--- config.mk ---
export PLATFORM = sky130hd
export DESIGN_NAME = crpc_dist
export DESIGN_NICKNAME = d
export VERILOG_FILES = /design/src/hw/rtl/crpc_pkg.sv /design/src/hw/rtl/crpc_dist.sv
export SDC_FILE = /design/constraint.sdc
export NUM_CORES = 1
export LEC_CHECK = 0
export BUFFER_PORTS_ARGS = -buffer_cell sky130_fd_sc_hd__buf_2
export CAP_MARGIN = 20
export CORE_MARGIN = 5
export CORE_UTILIZATION = 40
export DETAILED_ROUTE_END_ITERATION = 8
export GPL_ROUTABILITY_DRIVEN = 0
export PLACE_DENSITY = 0.72
export SLEW_MARGIN = 20
export SYNTH_ARGS = -nofsm -noshare
export SYNTH_HDL_FRONTEND = slang
export SYNTH_SLANG_ARGS = --single-unit
--- constraint.sdc ---
create_clock -name vclk -period 5.3
set_clock_uncertainty 0.15 [all_clocks]
set_input_delay 0 -clock vclk [all_inputs]
set_output_delay 0 -clock vclk [all_outputs]
set_load 0.1 [all_outputs]
--- src/hw/rtl/crpc_pkg.sv ---
// Shared constants, types and index helpers for the pickup route cost block.
`default_nettype none

package crpc_pkg;

    localparam int MAX_POINTS = 1024;
    localparam int IDX_W      = $clog2(MAX_POINTS);
    localparam int CNT_W      = $clog2(MAX_POINTS + 1);

    localparam int COORD_W = 16;
    localparam int WGT_IN_W = 16;
    localparam int DIST_W  = 17;
    localparam int PATH_W  = 32;
    localparam int WGT_W   = 32;
    localparam int VAL_W   = 49;
    localparam int COST_W  = 48;

    typedef logic [IDX_W-1:0] idx_t;
    typedef logic [CNT_W-1:0] cnt_t;

    // one deque entry: split value and weight total before that point
    typedef struct packed {
        logic signed [VAL_W-1:0] value;
        logic [WGT_W-1:0]        weight;
    } cand_t;

    function automatic idx_t idx_prev(input idx_t i);
        idx_t r;
        if (i == '0)
            r = idx_t'(MAX_POINTS - 1);
        else
            r = i - idx_t'(1);
        return r;
    endfunction

    function automatic idx_t idx_next(input idx_t i);
        idx_t r;
        if (i == idx_t'(MAX_POINTS - 1))
            r = '0;
        else
            r = i + idx_t'(1);
        return r;
    endfunction

endpackage

`default_nettype wire

--- src/hw/rtl/crpc_dist.sv ---
// Manhattan distances: point to origin and point to previous point.
`default_nettype none

module crpc_dist (
    input  wire logic signed [crpc_pkg::COORD_W-1:0] point_x,
    input  wire logic signed [crpc_pkg::COORD_W-1:0] point_y,
    input  wire logic signed [crpc_pkg::COORD_W-1:0] last_x,
    input  wire logic signed [crpc_pkg::COORD_W-1:0] last_y,
    output logic [crpc_pkg::DIST_W-1:0]              home_dist,
    output logic [crpc_pkg::DIST_W-1:0]              leg
);

    logic signed [crpc_pkg::COORD_W:0] ex, ey, dx, dy;
    logic signed [crpc_pkg::COORD_W:0] ax, ay, adx, ady;

    always_comb
    begin
        ex  = {point_x[crpc_pkg::COORD_W-1], point_x};
        ey  = {point_y[crpc_pkg::COORD_W-1], point_y};
        dx  = ex - {last_x[crpc_pkg::COORD_W-1], last_x};
        dy  = ey - {last_y[crpc_pkg::COORD_W-1], last_y};
        ax  = ex[crpc_pkg::COORD_W] ? -ex : ex;
        ay  = ey[crpc_pkg::COORD_W] ? -ey : ey;
        adx = dx[crpc_pkg::COORD_W] ? -dx : dx;
        ady = dy[crpc_pkg::COORD_W] ? -dy : dy;
        // magnitudes fit in COORD_W unsigned bits
        home_dist = {1'b0, ax[crpc_pkg::COORD_W-1:0]} + {1'b0, ay[crpc_pkg::COORD_W-1:0]};
        leg       = {1'b0, adx[crpc_pkg::COORD_W-1:0]} + {1'b0, ady[crpc_pkg::COORD_W-1:0]};
    end

endmodule

`default_nettype wire

==> summary.txt <==
Setup path
  • Critical path class: in2out
  • CP most frequent cell: a21oi_1
  • CP top delay family: compound AO/OA/AOI/OAI gates
  • CP required: between 5 and 6 ns
  • Critical path arrival: 4.75 ns
  • Crit path capture type: primary output
  • Crit-path cells: buf_2, inv_1, ha_1, fa_1, nor2b_1, o31a_1, o2111ai_1, a41o_1, a21boi_1, o21ai_1, a31oi_4, a21oi_1, fa_1, a21o_1, a21oi_1, nor2b_1, nor2_1, o21ai_0, a41oi_1, a21oi_1, a31oi_2, o21ai_1, clkbuf_4
  • Number of buffer and inverter stages on the critical path: 3
  • Worst setup SP type: input pin
  • CP max-delay cell: fa_1
  • CP max stage delay: approximately 0.45 ns
  • CP Max Fanout: 8

Floorplanning
  • DIE WIDTH: 113 µm
  • IO Count: 98
  • Die Y: approximately 110 µm
  • CORE AREA: approximately 10000 µm²
  • Row cnt: 37
  • Initial core utilization: about two fifths
  • Die area: between 10000 and 15000 µm²

Global route
  • Initial antenna violation count: 0
  • GRT Total Usage: a little under a fifth
  • Vias in the first global route: between 4k and 5k
  • Largest net degree at the start of global routing: 18
  • First-pass GRT wire length: 20200 µm
  • Congestion Overflow GR: 0

Power
  • P_leak: roughly 2.3 nW
  • Power share of the combinational group: 100.0%
  • Internal power: 0.708 mW
  • NetSw: ~2.3 mW
  • Sw Ratio: between 70% and 80%
  • Pwr per Cell Area: ~610 nW/µm²
  • Clock Power Share: 0%
  • Maximum vdd drop: approximately 0.36 mV
  • Overall Power: approximately 3 mW
  • Sequential power share: 0%

Drt
  • Total wire length: 12100 µm
  • DRT antenna net count: 0
  • Vias: around 4.6k
  • Via density per instance: about 5.5
  • # DRC: 0
  • Drt pass-1 iters: 4
  • Iter 0 DRT Violations: between 100 and 150
  • Per-cell routed wire length: around 15 µm

Layout
  • Sequential cell area: 0 µm²
  • Layout cells sized above 1: 19.2%
  • Count of flip-flops and latches: 0
  • Clock buffers: 0
  • Antenna Cells: 0
  • Post-layout util: between 40% and 50%
  • Post-Layout Inst Area: 4970 µm²
  • Nets: about 830
  • Area Overhead vs Synth: 17.2%

Placed design
  • HPWL Detailed: 10600 µm
  • Placed instance area: just under 5000 µm²
  • Pre-CTS setup slack: 0.280 ns
  • Buffers on Ports: 98

STA
  • Fmax: a little over 200 MHz
  • Least-Margin Pin Slew: 0.629 ns
  • Pins Over Slew Limit: 0
  • Final Hold Vio Count: 0
  • Final Setup Violations: 0
  • Crit share post-route: 92.5%
  • Setup TNS: 0 ns
  • Normalized max-slew margin: between 50% and 60%
  • Final min period: between 4 and 5 ns
  • Post-route worst setup slack: 0.400 ns

Yosys
  • Synth Instances: a little under 600
  • Net Count, Synth: between 700 and 800
  • Mapped cell area: about 4200 µm²
  • Count of different cell masters after synthesis: between 60 and 70
  • Warnings, synthesis: 0
  • Synth Area per Inst: about 7 µm²
  • Post-synthesis sequential area ratio: 0%

Run
  • Max Cap Viol: 0

Clock tree
  • Post-CTS Hold Fix Bufs: 0

Worst hold path
  • Hold Crit Class: in2out

Status
  • Outcome: finished clean
==> through the flow <==
step | hold slack, ns | instances
2_1_floorplan | 0.390 | 596
3_3_place_gp | 0.449 | 825
3_5_place_dp | 0.449 | 825
4_1_cts | 0.451 | 825
5_1_grt | 0.460 | 827
6_report | 0.447 | 827
==> power groups by stage <==
stage	Combinational [mW]	Clock, mW	Sequential (mW)
6_report	3.01	0	0
5_1_grt	3.17	0	0
4_1_cts	2.99	0	0
3_5_place_dp	2.98	0	0
3_3_place_gp	2.94	0	0
2_1_floorplan	2.51	0	0
==> cells in the final DEF, fill, tap and decap left out, types with 7 or more instances in the layout <==
cell type  instances
nand3_1           12
inv_1             55
ha_1              68
a21o_1             7
buf_2             94
a21oi_1           45
nand2_1           39
xnor2_1           73
o31ai_1           10
a31oi_1            8
xor2_1            24
nor3_1            22
o21a_1            12
nor2_1            47
nand2b_1          14
o21ai_0           31
nor2b_1           13
==> metal layers <==
layer	routed length [µm]	part of all wire, %	vias up	global-route usage (%)
li1	-	-	2345	-
met1	5650	47	2086	23.9
met2	5900	49	115	33.9
met3	493	4.1	8	0.856
met4	96	0.79	0	1.44
met5	0	0	-	0
==> synth_stat cells, drive strengths merged (8+ instances only) <==
library cell	count	area [µm²]
a21oi	45	225
a31oi	12	105
ha	68	851
inv	55	206
nand2	39	146
nand2b	14	87.6
nand3	12	60.1
nor2	47	176
nor2b	15	104
nor3	26	156
o21a	13	98.9
o21ai	40	215
o31ai	10	75.1
o41ai	8	96.4
xnor2	74	648
xor2	24	210
==> final cells by class <==
cell class / instances / area, µm²
inverter: 56 / 211
tap: 136 / 170
fill: 1052 / 5360
timing repair buffer: 101 / 536
multi-input combinational: 534 / 4050
==> repair_timing <==
item / 4_1_cts / 5_1_grt
buffers inserted: 0 / 2
setup endpoints to repair: 0 / 6
resized for setup: 0 / 8
==> worst min-delay path: cells and delay by family <==
kind | cells | cell delay [ns]
buffers and inverters | 2 | 0.37
adder cells (fa/ha/maj) | 1 | 0.22
==> cell families after synthesis <==
| logic type | Yosys count | share of synthesized area, % |
|---|---|---|
| xor+xnor | 98 | 20.3 |
| fa+ha+maj | 72 | 22.0 |
| compound gates | 173 | 28.2 |
| simple gates | 191 | 24.0 |
| buf+inv | 62 | 5.61 |
==> worst paths after layout <==
kind | startpoint | slack (ns) | cells after the start | endpoint
worst max-delay path | point_y[0] | 0.40 | 23 | leg[16]
worst min-delay path | point_x[0] | 0.45 | 3 | home_dist[0]
Power figures use the tool's default switching activity.
